**config.mk**
```make
export PLATFORM = sky130hd
export DESIGN_NAME = gated_nearest_point_select
export DESIGN_NICKNAME = d
export VERILOG_FILES = /design/src/rtl/core/gnps_pkg.sv /design/src/rtl/core/gated_nearest_point_select.sv /design/src/rtl/core/gnps_front.sv /design/src/rtl/core/gnps_queue.sv /design/src/rtl/core/gnps_back.sv
export SDC_FILE = /design/constraint.sdc
export NUM_CORES = 2
export LEC_CHECK = 0
export CORE_ASPECT_RATIO = 0.75
export CORE_UTILIZATION = 55
export DETAILED_ROUTE_END_ITERATION = 10
export DONT_BUFFER_PORTS = 1
export PLACE_DENSITY = 0.7
export SYNTH_ARGS = -nofsm -noshare
export SYNTH_HDL_FRONTEND = slang
export SYNTH_SLANG_ARGS = --single-unit
```
**constraint.sdc**
```tcl
create_clock -name clk -period 11.9 [get_ports clk]
set_clock_uncertainty 0.05 [all_clocks]
set_input_delay 0.595 -clock clk [delete_from_list [all_inputs] [get_ports clk]]
set_output_delay 0.595 -clock clk [all_outputs]
set_load 0.01 [all_outputs]
```
**src/rtl/core/gnps_pkg.sv**
```systemverilog
// Shared types and constants of the gated nearest-point selector.
`default_nettype none
package gnps_pkg;

  // Gate radius registers and their squares
  localparam int RADIUS_BITS    = 16;
  localparam int RADIUS_SQ_BITS = 2 * RADIUS_BITS;

  // Result coordinates are always this wide on the port
  localparam int OUT_COORD_BITS = 16;

  // Configuration port
  localparam int CFG_ADDR_BITS = 2;
  localparam int CFG_DATA_BITS = RADIUS_BITS;

  localparam logic [RADIUS_BITS-1:0] DETECT_RADIUS_RST  = 16'd1000;
  localparam logic [RADIUS_BITS-1:0] TRACK_RADIUS_RST   = 16'd200;
  localparam logic [RADIUS_BITS-1:0] PREDICT_RADIUS_RST = 16'd400;

  typedef enum logic [CFG_ADDR_BITS-1:0] {
    REG_DETECT_RADIUS  = 2'd0,
    REG_TRACK_RADIUS   = 2'd1,
    REG_PREDICT_RADIUS = 2'd2
  } cfg_reg_t;

  typedef enum logic [1:0] {
    MODE_DETECT  = 2'd0,
    MODE_TRACK   = 2'd1,
    MODE_PREDICT = 2'd2
  } mode_t;

  // Per-item control flags carried down the queue
  typedef struct packed {
    logic has_point;
    logic last;
  } ctl_t;

endpackage
`default_nettype wire

```
**src/rtl/core/gated_nearest_point_select.sv**
```systemverilog
// Top level of the gated nearest-point selector.
// Gated nearest-point selector. A frame is a run of candidate 3-D points, one
// item per point, ending with the item that has tlast set; every item also
// carries a mode (detection, tracking, prediction; code three acts as
// prediction) and a 2-D search point, which detection mode replaces by the
// origin. A candidate passes the gate when its squared planar distance to the
// search point is no greater than the square of the mode's radius register;
// of the passing candidates the nearest is kept, the earlier one on a tie. The
// tlast item produces exactly one result item: found in tuser and the chosen
// point in tdata (zeros when nothing passed), then the selection starts over.
// An empty frame is a single item with has_point clear and tlast set. The
// block takes one item per clock cycle while the queue has room; a result
// waiting on out_tready holds the back end and lets the queue fill. The front
// end computes the differences and picks the radius combinationally, a
// four-entry queue decouples it from the back end, and the back end squares in
// one registered stage and updates the running minimum in the next. Radius
// registers are written through cfg_we/cfg_addr/cfg_wdata and should change
// only while no frame is in flight.
`default_nettype none
module gated_nearest_point_select #(
  parameter int COORD_BITS  = 16,
  parameter int QUEUE_DEPTH = 4
) (
  input  wire logic                                       clk,
  input  wire logic                                       rst_n,
  // Configuration write port
  input  wire logic                                       cfg_we,
  input  wire logic [gnps_pkg::CFG_ADDR_BITS-1:0]         cfg_addr,
  input  wire logic [gnps_pkg::CFG_DATA_BITS-1:0]         cfg_wdata,
  // Candidate items
  input  wire logic                                       in_tvalid,
  output logic                                            in_tready,
  // search_x, search_y, point_x, point_y, point_z, zero pad
  input  wire logic [((5*COORD_BITS+7)/8)*8-1:0]          in_tdata,
  // mode [1:0], has_point [2]
  input  wire logic [2:0]                                 in_tuser,
  input  wire logic                                       in_tlast,
  // Result items
  output logic                                            out_tvalid,
  input  wire logic                                       out_tready,
  // target_x, target_y, target_z
  output logic [3*gnps_pkg::OUT_COORD_BITS-1:0]           out_tdata,
  // found
  output logic [0:0]                                      out_tuser
);

  localparam int C  = COORD_BITS;
  localparam int QW = 2 * (C + 1) + gnps_pkg::RADIUS_BITS + 3 * C + $bits(gnps_pkg::ctl_t);

  logic signed [C-1:0] search_x, search_y;
  logic signed [C-1:0] point_x, point_y, point_z;
  gnps_pkg::mode_t     mode;
  gnps_pkg::ctl_t      in_ctl;

  logic signed [C:0]                   f_dx, f_dy;
  logic [gnps_pkg::RADIUS_BITS-1:0]    f_radius;

  logic [QW-1:0]                       q_wdata, q_rdata;
  logic                                q_full, q_valid, q_pop;
  logic signed [C:0]                   q_dx, q_dy;
  logic [gnps_pkg::RADIUS_BITS-1:0]    q_radius;
  logic [C-1:0]                        q_px, q_py, q_pz;
  gnps_pkg::ctl_t                      q_ctl;

  logic                                res_found;
  logic [gnps_pkg::OUT_COORD_BITS-1:0] res_x, res_y, res_z;

  // Unpack the input item
  assign search_x         = in_tdata[0*C +: C];
  assign search_y         = in_tdata[1*C +: C];
  assign point_x          = in_tdata[2*C +: C];
  assign point_y          = in_tdata[3*C +: C];
  assign point_z          = in_tdata[4*C +: C];
  assign mode             = gnps_pkg::mode_t'(in_tuser[1:0]);
  assign in_ctl.has_point = in_tuser[2];
  assign in_ctl.last      = in_tlast;

  gnps_front #(
    .COORD_BITS (C)
  ) u_front (
    .clk       (clk),
    .rst_n     (rst_n),
    .cfg_we    (cfg_we),
    .cfg_addr  (cfg_addr),
    .cfg_wdata (cfg_wdata),
    .mode      (mode),
    .search_x  (search_x),
    .search_y  (search_y),
    .point_x   (point_x),
    .point_y   (point_y),
    .dx        (f_dx),
    .dy        (f_dy),
    .radius    (f_radius)
  );

  // Accept whenever the queue has room
  assign in_tready = !q_full;
  assign q_wdata   = {in_ctl, point_z, point_y, point_x, f_radius, f_dy, f_dx};

  gnps_queue #(
    .WIDTH (QW),
    .DEPTH (QUEUE_DEPTH)
  ) u_queue (
    .clk       (clk),
    .rst_n     (rst_n),
    .push      (in_tvalid),
    .wdata     (q_wdata),
    .full      (q_full),
    .pop       (q_pop),
    .not_empty (q_valid),
    .rdata     (q_rdata)
  );

  assign {q_ctl, q_pz, q_py, q_px, q_radius, q_dy, q_dx} = q_rdata;

  gnps_back #(
    .COORD_BITS (C)
  ) u_back (
    .clk       (clk),
    .rst_n     (rst_n),
    .q_valid   (q_valid),
    .q_pop     (q_pop),
    .q_dx      (q_dx),
    .q_dy      (q_dy),
    .q_radius  (q_radius),
    .q_px      (q_px),
    .q_py      (q_py),
    .q_pz      (q_pz),
    .q_ctl     (q_ctl),
    .out_valid (out_tvalid),
    .out_ready (out_tready),
    .out_found (res_found),
    .out_x     (res_x),
    .out_y     (res_y),
    .out_z     (res_z)
  );

  assign out_tdata    = {res_z, res_y, res_x};
  assign out_tuser[0] = res_found;

endmodule
`default_nettype wire

```
**src/rtl/core/gnps_front.sv**
```systemverilog
// Front end: radius registers, gate selection and search-point differences.
`default_nettype none
module gnps_front #(
  parameter int COORD_BITS = 16
) (
  input  wire logic                                 clk,
  input  wire logic                                 rst_n,
  input  wire logic                                 cfg_we,
  input  wire logic [gnps_pkg::CFG_ADDR_BITS-1:0]   cfg_addr,
  input  wire logic [gnps_pkg::CFG_DATA_BITS-1:0]   cfg_wdata,
  input  wire gnps_pkg::mode_t                      mode,
  input  wire logic signed [COORD_BITS-1:0]         search_x,
  input  wire logic signed [COORD_BITS-1:0]         search_y,
  input  wire logic signed [COORD_BITS-1:0]         point_x,
  input  wire logic signed [COORD_BITS-1:0]         point_y,
  output logic signed [COORD_BITS:0]                dx,
  output logic signed [COORD_BITS:0]                dy,
  output logic [gnps_pkg::RADIUS_BITS-1:0]          radius
);

  logic [gnps_pkg::RADIUS_BITS-1:0] detect_r,  detect_nxt;
  logic [gnps_pkg::RADIUS_BITS-1:0] track_r,   track_nxt;
  logic [gnps_pkg::RADIUS_BITS-1:0] predict_r, predict_nxt;

  logic signed [COORD_BITS:0] sx_ext;
  logic signed [COORD_BITS:0] sy_ext;
  logic signed [COORD_BITS:0] px_ext;
  logic signed [COORD_BITS:0] py_ext;

  // Register writes
  always_comb begin
    detect_nxt  = detect_r;
    track_nxt   = track_r;
    predict_nxt = predict_r;
    if (cfg_we) begin
      case (gnps_pkg::cfg_reg_t'(cfg_addr))
        gnps_pkg::REG_DETECT_RADIUS:  detect_nxt  = cfg_wdata;
        gnps_pkg::REG_TRACK_RADIUS:   track_nxt   = cfg_wdata;
        gnps_pkg::REG_PREDICT_RADIUS: predict_nxt = cfg_wdata;
        default: ;
      endcase
    end
  end

  always_ff @(posedge clk) begin
    if (!rst_n) begin
      detect_r  <= gnps_pkg::DETECT_RADIUS_RST;
      track_r   <= gnps_pkg::TRACK_RADIUS_RST;
      predict_r <= gnps_pkg::PREDICT_RADIUS_RST;
    end else begin
      detect_r  <= detect_nxt;
      track_r   <= track_nxt;
      predict_r <= predict_nxt;
    end
  end

  // Classify by mode: detection searches around the origin
  always_comb begin
    sx_ext = {search_x[COORD_BITS-1], search_x};
    sy_ext = {search_y[COORD_BITS-1], search_y};
    case (mode)
      gnps_pkg::MODE_DETECT: begin
        sx_ext = '0;
        sy_ext = '0;
        radius = detect_r;
      end
      gnps_pkg::MODE_TRACK: radius = track_r;
      default:              radius = predict_r;
    endcase
  end

  assign px_ext = {point_x[COORD_BITS-1], point_x};
  assign py_ext = {point_y[COORD_BITS-1], point_y};
  assign dx     = sx_ext - px_ext;
  assign dy     = sy_ext - py_ext;

endmodule
`default_nettype wire

```
**src/rtl/core/gnps_queue.sv**
```systemverilog
// Short FIFO between the front end and the back end.
`default_nettype none
module gnps_queue #(
  parameter int WIDTH = 8,
  parameter int DEPTH = 4
) (
  input  wire logic             clk,
  input  wire logic             rst_n,
  input  wire logic             push,
  input  wire logic [WIDTH-1:0] wdata,
  output logic                  full,
  input  wire logic             pop,
  output logic                  not_empty,
  output logic [WIDTH-1:0]      rdata
);

  localparam int PTR_BITS = (DEPTH > 1) ? $clog2(DEPTH) : 1;
  localparam int CNT_BITS = $clog2(DEPTH + 1);
  localparam logic [PTR_BITS-1:0] LAST_PTR  = PTR_BITS'(DEPTH - 1);
  localparam logic [CNT_BITS-1:0] DEPTH_CNT = CNT_BITS'(DEPTH);

  logic [WIDTH-1:0]    entry_r [DEPTH];
  logic [PTR_BITS-1:0] wr_ptr_r, wr_ptr_nxt;
  logic [PTR_BITS-1:0] rd_ptr_r, rd_ptr_nxt;
  logic [CNT_BITS-1:0] count_r,  count_nxt;
  logic                do_push;
  logic                do_pop;

  assign full      = (count_r == DEPTH_CNT);
  assign not_empty = (count_r != '0);
  assign do_push   = push && !full;
  assign do_pop    = pop && not_empty;
  assign rdata     = entry_r[rd_ptr_r];

  always_comb begin
    wr_ptr_nxt = wr_ptr_r;
    rd_ptr_nxt = rd_ptr_r;
    count_nxt  = count_r;
    if (do_push) begin
      wr_ptr_nxt = (wr_ptr_r == LAST_PTR) ? '0 : wr_ptr_r + 1'b1;
    end
    if (do_pop) begin
      rd_ptr_nxt = (rd_ptr_r == LAST_PTR) ? '0 : rd_ptr_r + 1'b1;
    end
    if (do_push && !do_pop) begin
      count_nxt = count_r + 1'b1;
    end else if (do_pop && !do_push) begin
      count_nxt = count_r - 1'b1;
    end
  end

  always_ff @(posedge clk) begin
    if (!rst_n) begin
      wr_ptr_r <= '0;
      rd_ptr_r <= '0;
      count_r  <= '0;
    end else begin
      wr_ptr_r <= wr_ptr_nxt;
      rd_ptr_r <= rd_ptr_nxt;
      count_r  <= count_nxt;
    end
  end

  always_ff @(posedge clk) begin
    if (do_push) begin
      entry_r[wr_ptr_r] <= wdata;
    end
  end

endmodule
`default_nettype wire

```
**src/rtl/core/gnps_back.sv**
```systemverilog
// Back end: squaring stage, gated running minimum and result register.
`default_nettype none
module gnps_back #(
  parameter int COORD_BITS = 16
) (
  input  wire logic                                      clk,
  input  wire logic                                      rst_n,
  input  wire logic                                      q_valid,
  output logic                                           q_pop,
  input  wire logic signed [COORD_BITS:0]                q_dx,
  input  wire logic signed [COORD_BITS:0]                q_dy,
  input  wire logic [gnps_pkg::RADIUS_BITS-1:0]          q_radius,
  input  wire logic [COORD_BITS-1:0]                     q_px,
  input  wire logic [COORD_BITS-1:0]                     q_py,
  input  wire logic [COORD_BITS-1:0]                     q_pz,
  input  wire gnps_pkg::ctl_t                            q_ctl,
  output logic                                           out_valid,
  input  wire logic                                      out_ready,
  output logic                                           out_found,
  output logic [gnps_pkg::OUT_COORD_BITS-1:0]            out_x,
  output logic [gnps_pkg::OUT_COORD_BITS-1:0]            out_y,
  output logic [gnps_pkg::OUT_COORD_BITS-1:0]            out_z
);

  localparam int DW  = 2 * COORD_BITS + 2;
  localparam int RSQ = gnps_pkg::RADIUS_SQ_BITS;
  localparam int CW  = (DW > RSQ) ? DW : RSQ;
  localparam int OW  = gnps_pkg::OUT_COORD_BITS;

  // Squaring stage
  logic                a_valid_r, a_valid_nxt;
  logic [DW-1:0]       a_sqx_r;
  logic [DW-1:0]       a_sqy_r;
  logic [RSQ-1:0]      a_rsq_r;
  logic [COORD_BITS-1:0] a_px_r, a_py_r, a_pz_r;
  gnps_pkg::ctl_t      a_ctl_r;

  // Running selection
  logic [RSQ-1:0]        best_d_r,   best_d_nxt;
  logic [COORD_BITS-1:0] best_x_r,   best_x_nxt;
  logic [COORD_BITS-1:0] best_y_r,   best_y_nxt;
  logic [COORD_BITS-1:0] best_z_r,   best_z_nxt;
  logic                  any_r,      any_nxt;

  // Result register
  logic                  out_valid_r, out_valid_nxt;
  logic                  found_r,     found_nxt;
  logic [OW-1:0]         tx_r, tx_nxt;
  logic [OW-1:0]         ty_r, ty_nxt;
  logic [OW-1:0]         tz_r, tz_nxt;

  logic signed [DW-1:0]  dx_w;
  logic signed [DW-1:0]  dy_w;
  logic [RSQ-1:0]        r_w;
  logic [DW-1:0]         dist_sq;
  logic                  win;
  logic                  out_free;
  logic                  b_take;
  logic                  a_load;
  logic [COORD_BITS-1:0] sel_x, sel_y, sel_z;
  logic [COORD_BITS+OW-1:0] wide_x, wide_y, wide_z;

  assign dx_w = {{(DW-COORD_BITS-1){q_dx[COORD_BITS]}}, q_dx};
  assign dy_w = {{(DW-COORD_BITS-1){q_dy[COORD_BITS]}}, q_dy};
  assign r_w  = {{(RSQ-gnps_pkg::RADIUS_BITS){1'b0}}, q_radius};

  // Hold stage A while the tail item waits for the result register
  assign out_free    = !out_valid_r || out_ready;
  assign b_take      = a_valid_r && (!a_ctl_r.last || out_free);
  assign a_load      = !a_valid_r || b_take;
  assign q_pop       = q_valid && a_load;
  assign a_valid_nxt = a_load ? q_valid : a_valid_r;

  always_ff @(posedge clk) begin
    if (!rst_n) begin
      a_valid_r <= 1'b0;
    end else begin
      a_valid_r <= a_valid_nxt;
    end
  end

  always_ff @(posedge clk) begin
    if (q_pop) begin
      a_sqx_r <= dx_w * dx_w;
      a_sqy_r <= dy_w * dy_w;
      a_rsq_r <= r_w * r_w;
      a_px_r  <= q_px;
      a_py_r  <= q_py;
      a_pz_r  <= q_pz;
      a_ctl_r <= q_ctl;
    end
  end

  // Gate and nearest test; strict compare keeps the earlier point on a tie
  assign dist_sq = a_sqx_r + a_sqy_r;
  assign win     = a_ctl_r.has_point
                && (CW'(dist_sq) <= CW'(a_rsq_r))
                && (CW'(dist_sq) <  CW'(best_d_r));

  always_comb begin
    sel_x  = win ? a_px_r : best_x_r;
    sel_y  = win ? a_py_r : best_y_r;
    sel_z  = win ? a_pz_r : best_z_r;
    wide_x = {{OW{1'b0}}, sel_x};
    wide_y = {{OW{1'b0}}, sel_y};
    wide_z = {{OW{1'b0}}, sel_z};
  end

  always_comb begin
    best_d_nxt    = best_d_r;
    best_x_nxt    = best_x_r;
    best_y_nxt    = best_y_r;
    best_z_nxt    = best_z_r;
    any_nxt       = any_r;
    found_nxt     = found_r;
    tx_nxt        = tx_r;
    ty_nxt        = ty_r;
    tz_nxt        = tz_r;
    out_valid_nxt = out_valid_r && !out_ready;
    if (b_take) begin
      if (a_ctl_r.last) begin
        // Emit the frame result and clear the selection
        out_valid_nxt = 1'b1;
        found_nxt     = win || any_r;
        tx_nxt        = wide_x[OW-1:0];
        ty_nxt        = wide_y[OW-1:0];
        tz_nxt        = wide_z[OW-1:0];
        best_d_nxt    = '1;
        best_x_nxt    = '0;
        best_y_nxt    = '0;
        best_z_nxt    = '0;
        any_nxt       = 1'b0;
      end else if (win) begin
        best_d_nxt = dist_sq[RSQ-1:0];
        best_x_nxt = a_px_r;
        best_y_nxt = a_py_r;
        best_z_nxt = a_pz_r;
        any_nxt    = 1'b1;
      end
    end
  end

  always_ff @(posedge clk) begin
    if (!rst_n) begin
      best_d_r    <= '1;
      best_x_r    <= '0;
      best_y_r    <= '0;
      best_z_r    <= '0;
      any_r       <= 1'b0;
      out_valid_r <= 1'b0;
    end else begin
      best_d_r    <= best_d_nxt;
      best_x_r    <= best_x_nxt;
      best_y_r    <= best_y_nxt;
      best_z_r    <= best_z_nxt;
      any_r       <= any_nxt;
      out_valid_r <= out_valid_nxt;
    end
  end

  always_ff @(posedge clk) begin
    found_r <= found_nxt;
    tx_r    <= tx_nxt;
    ty_r    <= ty_nxt;
    tz_r    <= tz_nxt;
  end

  assign out_valid = out_valid_r;
  assign out_found = found_r;
  assign out_x     = tx_r;
  assign out_y     = ty_r;
  assign out_z     = tz_r;

endmodule
`default_nettype wire

```
Word-level counts from Yosys, hierarchy flattened
Memory sizes are Yosys's and may differ from the RTL's. A register that Yosys moved wholly into a read port is not among the register bits. Index checks and enable logic that the tools add are counted.

Add/sub/neg operators: 7. Multiply operators: 3. Order comparisons: 2. Equal/unequal tests: 6. Muxes and demuxes: 23. Reductions and logical operators: 30.

Operators by type and width (count): 2-to-1 mux 16 bit (6); multiplier 17 x 17 -> 34 bit (2); 2-to-1 mux 32 bit (2); adder 34 bit (1); <= comparator 34 x 32 -> 1 bit (1); less-than comparator 34 x 32 -> 1 bit (1); 2-to-1 mux 17 bit (2); subtractor 17 x 16 -> 17 bit (2); multiplier 16 x 16 -> 32 bit (1); one-hot mux 16 bit (2 select lines) (1); AND reduction 2 bit (5); logical AND 1 bit (9); 2-to-1 mux 2 bit (4); zero test 1 bit (7); equality test 2 bit (second input constant) (3); 2-to-1 mux 1 bit (6); 2-to-1 mux 3 bit (2); adder 2 x 1 -> 2 bit (second input constant) (2); equality test 2 x 1 -> 1 bit (second input constant) (2); zero test 2 bit (2); logical OR 1 bit (4); nonzero test 2 bit (2); adder 3 x 1 -> 3 bit (second input constant) (1); equality test 3 bit (second input constant) (1); other kinds (2) (2).

Register bits: 337. Memory bits (writable): 400. Bits of input ports: 107. Output and inout bits: 51. Memories: 1.

Memory list: u_queue.entry_r (depth 4, width 100, rd ports 1, clocked after memory_dff 1, wr ports 1, line gnps_queue.sv:22) `logic [WIDTH-1:0] entry_r [DEPTH];`.

Logic depth before layout (Yosys ltp)
Depth in word-level cells: 10. Depth in mapped cells: 33.

By module
From an unflattened synthesis, not the netlist that was laid out.

Cells, all modules: 4896. Area total of the unflattened synthesis: 57586.5 um^2.

Modules (own cells, without submodules): gnps_back (instances 1, cells an instance 3782, area each 38655.8 um^2, seq. area each 7547.2 um^2); gnps_queue (instances 1, cells an instance 573, area each 15005.6 um^2, seq. area each 12191.7 um^2); gnps_front (instances 1, cells an instance 540, area each 3921.3 um^2, seq. area each 960.9 um^2); gated_nearest_point_select (instances 1, cells an instance 1, area each 3.8 um^2, seq. area each 0.0 um^2).

Least setup slack after synthesis
No wires, ideal clock.

Kind: reg2reg. From: register u_back.a_ctl_r[0] (netlist name). To: register u_queue.count_r[2]. Data arrival time: 10.588 ns. Data required time: 11.774 ns. Path slack: 1.187 ns. Cell stages (with the launch flop): 9. Cell sequence: edfxtp_1 -> a31oi_1 -> inv_1 -> ha_1 -> inv_1 -> fa_1 -> xor2_1 -> or3_1 -> a21boi_0.

Cells in the longest elaborated chain, start to end: 9. Elaborated cells on any way between the ends: 11. Classes of those cells: mux (1); reduce/logical (10).

RTL lines: start, declared (line gnps_back.sv:36) `gnps_pkg::ctl_t a_ctl_r;`; start signal, assigned (line gnps_back.sv:90) `a_ctl_r <= q_ctl;`; zero test 1 bit * (line gnps_back.sv:69) `assign b_take = a_valid_r && (!a_ctl_r.last || out_free);`; logical OR 1 bit * (line gnps_back.sv:69); logical AND 1 bit * (line gnps_back.sv:69); logical OR 1 bit * (line gnps_back.sv:70) `assign a_load = !a_valid_r || b_take;`; logical AND 1 bit * (line gnps_back.sv:71) `assign q_pop = q_valid && a_load;`; named net q_pop (line gated_nearest_point_select.sv:59) `logic q_full, q_valid, q_pop;`; logical AND 1 bit * (line gnps_queue.sv:32) `assign do_pop = pop && not_empty;`; zero test 1 bit (line gnps_queue.sv:45) `if (do_push && !do_pop) begin`; logical AND 1 bit (line gnps_queue.sv:45); 2-to-1 mux 3 bit / nonzero test 2 bit (equally long branches); end signal, assigned (line gnps_queue.sv:60) `count_r <= count_nxt;`; end, declared (line gnps_queue.sv:25) `logic [CNT_BITS-1:0] count_r, count_nxt;`.

The timed path passes the listed nets; every way through them passes the cells marked *. A chain may end at the register's enable or synchronous reset.

==> metrics <==
H-tree depth=3; wire per inst=20.4 µm; clock slew at reported path FFs=0.07 ns; dpl hpwl=102,000 µm; Max Cap Viol=0; r2r setup slk=2.92 ns; CTS tree=built; DR iter-0 viols=3,418; Min-Delay Path Class=in2reg; DIE WIDTH=376 µm; Initial Util=0.556; worst path arrival time=9.31 ns; fraction of layout cells with a size suffix above 1=0.0638; CTS Buf Count=68; CP Class=reg2reg; # nets final=6,335; Seq/Total Area, Yosys=0.360; drt drc=0; leading cell type in the layout, fill and taps excluded=inv_1; Max Clock Freq=111 MHz; critical path capture point=u_back.a_sqx_r[33]$_DFFE_PP_; run status=finished clean; Primary FF master, synth=edfxtp_1; most frequent cells in the layout=inv_1, fa_1, edfxtp_1; Placer Congestion=0.938; routed vias=36,400; Cell Rows=102; Slew Viols, Final=0; Layout area overhead=8.06%; worst-path fanout max=59; core box area=0.104 mm²; WP data required=12.23 ns; Area after DPL=0.0591 mm²; Clock Latency Late Sink=0.65 ns; Post-Syn Area=0.0576 mm²; largest net degree at the start of global routing=104; CTS Buffer Depth=3; IO Port Bufs=0; worst r2r path cells=25; drt via density=5.53; number of synthesized register bits=736; Avg Cell Area, Syn=11.3 µm²; Crit. End Element=flop; relative slew slack=0.158; Critical R2R Capture=u_back.a_sqx_r[33]$_DFFE_PP_; Final Hold Viols=0; Yosys Warn Count=0; drt first pass iters=6; antenna violations before repair=8; Sink Count=736; FFs w/ async S/R, synth=0; hold slack=0.0313 ns; vias in the first global route=37,700; design area=0.0622 mm²; first-pass GRT wire length=213,000 µm; final wirelength=134,000 µm; final setup violating endpoints=0; measured slew at the worst slew-check pin=1.26 ns; Antenna Nets Post-Route=0; Tot GR Track Use=0.262; fillers=8,281; grt total ovfl=0; Post-synth EDFFs=596; CP Launch Type=flop; RSZ-0062 raised after global routing=no; unique cell type count in the Yosys netlist=82; Chip Height=282 µm; Setup Buffers After CTS=0; clock period minus worst slack=8.98 ns; Root Buffer=clkbuf_16; Mapped Nets=6,307; fin crit share=0.754; Cells after Synth=5,091; die area=0.106 mm²; Final Util=0.601; Setup TNS Final=0 ns; Ports=158
cells in the mapped netlist, drive strengths merged (5+ instances only):
master	n	area, µm²
inv	1045	3920
fa	697	14000
edfxtp	596	17900
nand2	481	1810
ha	412	5150
nor2	280	1050
a21oi	144	721
xnor2	144	1260
dfxtp	140	2800
o21ai	124	621
clkbuf	105	394
mux2	95	1070
mux2i	66	661
nor2b	60	375
nand3	59	295
a21o	56	420
mux4	54	1220
a32o	47	470
a21boi	45	338
buf	42	205
o21a	42	315
o211ai	36	270
xor2	36	315
nor3	35	180
and2	31	194
and3	20	130
nand4	18	113
o21bai	16	120
a211oi	15	118
nand2b	15	93.8
a31oi	12	75.1
clkinv	12	45.0
a31o	11	96.3
a2111oi	8	70.1
a211o	8	70.1
or2	8	50.1
or3	8	50.1
and4	5	43.8
o2111ai	5	43.8
o41a	5	56.3
per-layer routing:
| metal | up-vias | share of wire | routed length [µm] | GRT usage |
|---|---|---|---|---|
| li1 | 16700 | - | - | - |
| met1 | 18200 | 0.45 | 61100 | 0.389 |
| met2 | 1339 | 0.43 | 58000 | 0.389 |
| met3 | 179 | 0.092 | 12300 | 0.0611 |
| met4 | 2 | 0.022 | 2950 | 0.0695 |
| met5 | - | 0.000097 | 13 | 0 |
how the worst min path moves through the flow:
stage          slack, ns  depth (start not counted)                              from                           endpoint
6_report            0.03                          2                      cfg_wdata[1]  u_front.predict_r[1]$_SDFFE_PN0P_
5_1_grt             0.02                          2                     cfg_wdata[14]  u_front.detect_r[14]$_SDFFE_PN0P_
4_1_cts           0.0002                          2                      cfg_wdata[4]   u_front.detect_r[4]$_SDFFE_PN0P_
3_5_place_dp        0.40                          1  u_back.best_y_r[12]$_SDFFE_PN0P_   u_back.best_y_r[12]$_SDFFE_PN0P_
3_3_place_gp        0.39                          1  u_back.best_y_r[15]$_SDFFE_PN0P_   u_back.best_y_r[15]$_SDFFE_PN0P_
2_1_floorplan       0.38                          2         u_back.any_r$_SDFFE_PN0P_          u_back.any_r$_SDFFE_PN0P_
critical path, cell delays in order (launching register included):
cell and delay (ns):
dfxtp_4 0.72, buf_12 0.42, mux2_2 0.39, o21ai_1 0.80, clkinv_1 0.55, nand2_1 0.28
fa_1 0.47, fa_1 0.52, fa_1 0.51, inv_1 0.05, fa_1 0.52, fa_1 0.56
inv_1 0.07, fa_1 0.48, inv_1 0.04, ha_1 0.34, a21oi_1 0.16, o21ai_0 0.12
nor2b_1 0.15, a21oi_1 0.12, a31oi_1 0.17, o41ai_1 0.45, o21a_1 0.24, o221ai_1 0.12
a21oi_1 0.19, xnor2_1 0.09
cells by family (layout without fill, tap and decap cells):
group,count (synthesis),after routing,synth area share
AO/OA/AOI/OAI,612,612,0.0720
other,0,5,0
buffers and inverters,1204,1288,0.0794
AND/OR/NAND/NOR,1035,1035,0.0784
adder cells (fa/ha/maj),1109,1109,0.332
multiplexers,215,215,0.0512
flip-flops,736,736,0.360
XOR/XNOR,180,180,0.0274
layout make-up:
class / instances / area, µm² / share of cell area
diodes: 5 / 12.5 / 0.000201
flip-flops and latches: 736 / 20700 / 0.333
multi-input cells: 3151 / 32300 / 0.520
repair buffers: 105 / 976 / 0.0157
well taps: 1404 / 1760 / 0.0282
clock buffers: 91 / 1940 / 0.0313
clock inverters: 35 / 482 / 0.00775
inverters: 1057 / 3970 / 0.0638
repair_timing:
item,4_1_cts,5_1_grt
hold endpoints to repair,225,0
resized for setup,0,0
hold buffers,65,0
flip-flops by register name (all words and copies together) (netlist names), 31 cells and up, named ones only:
name             cells
u_queue.entry_r    400
u_back.a_sqx_r      33
u_back.a_sqy_r      33
u_back.best_d_r     32
u_back.a_rsq_r      31
metrics by stage:
stage	worst slack, ns	std cells
finish	2.92	6584
global route	2.39	6582
CTS	2.93	6579
detailed placement	3.00	6388
global placement	3.15	6388
floorplan	1.19	5091
Power is left out: the tool's default activity adds up to more than one toggle a clock period on the data nets, which glitch-free logic cannot reach.
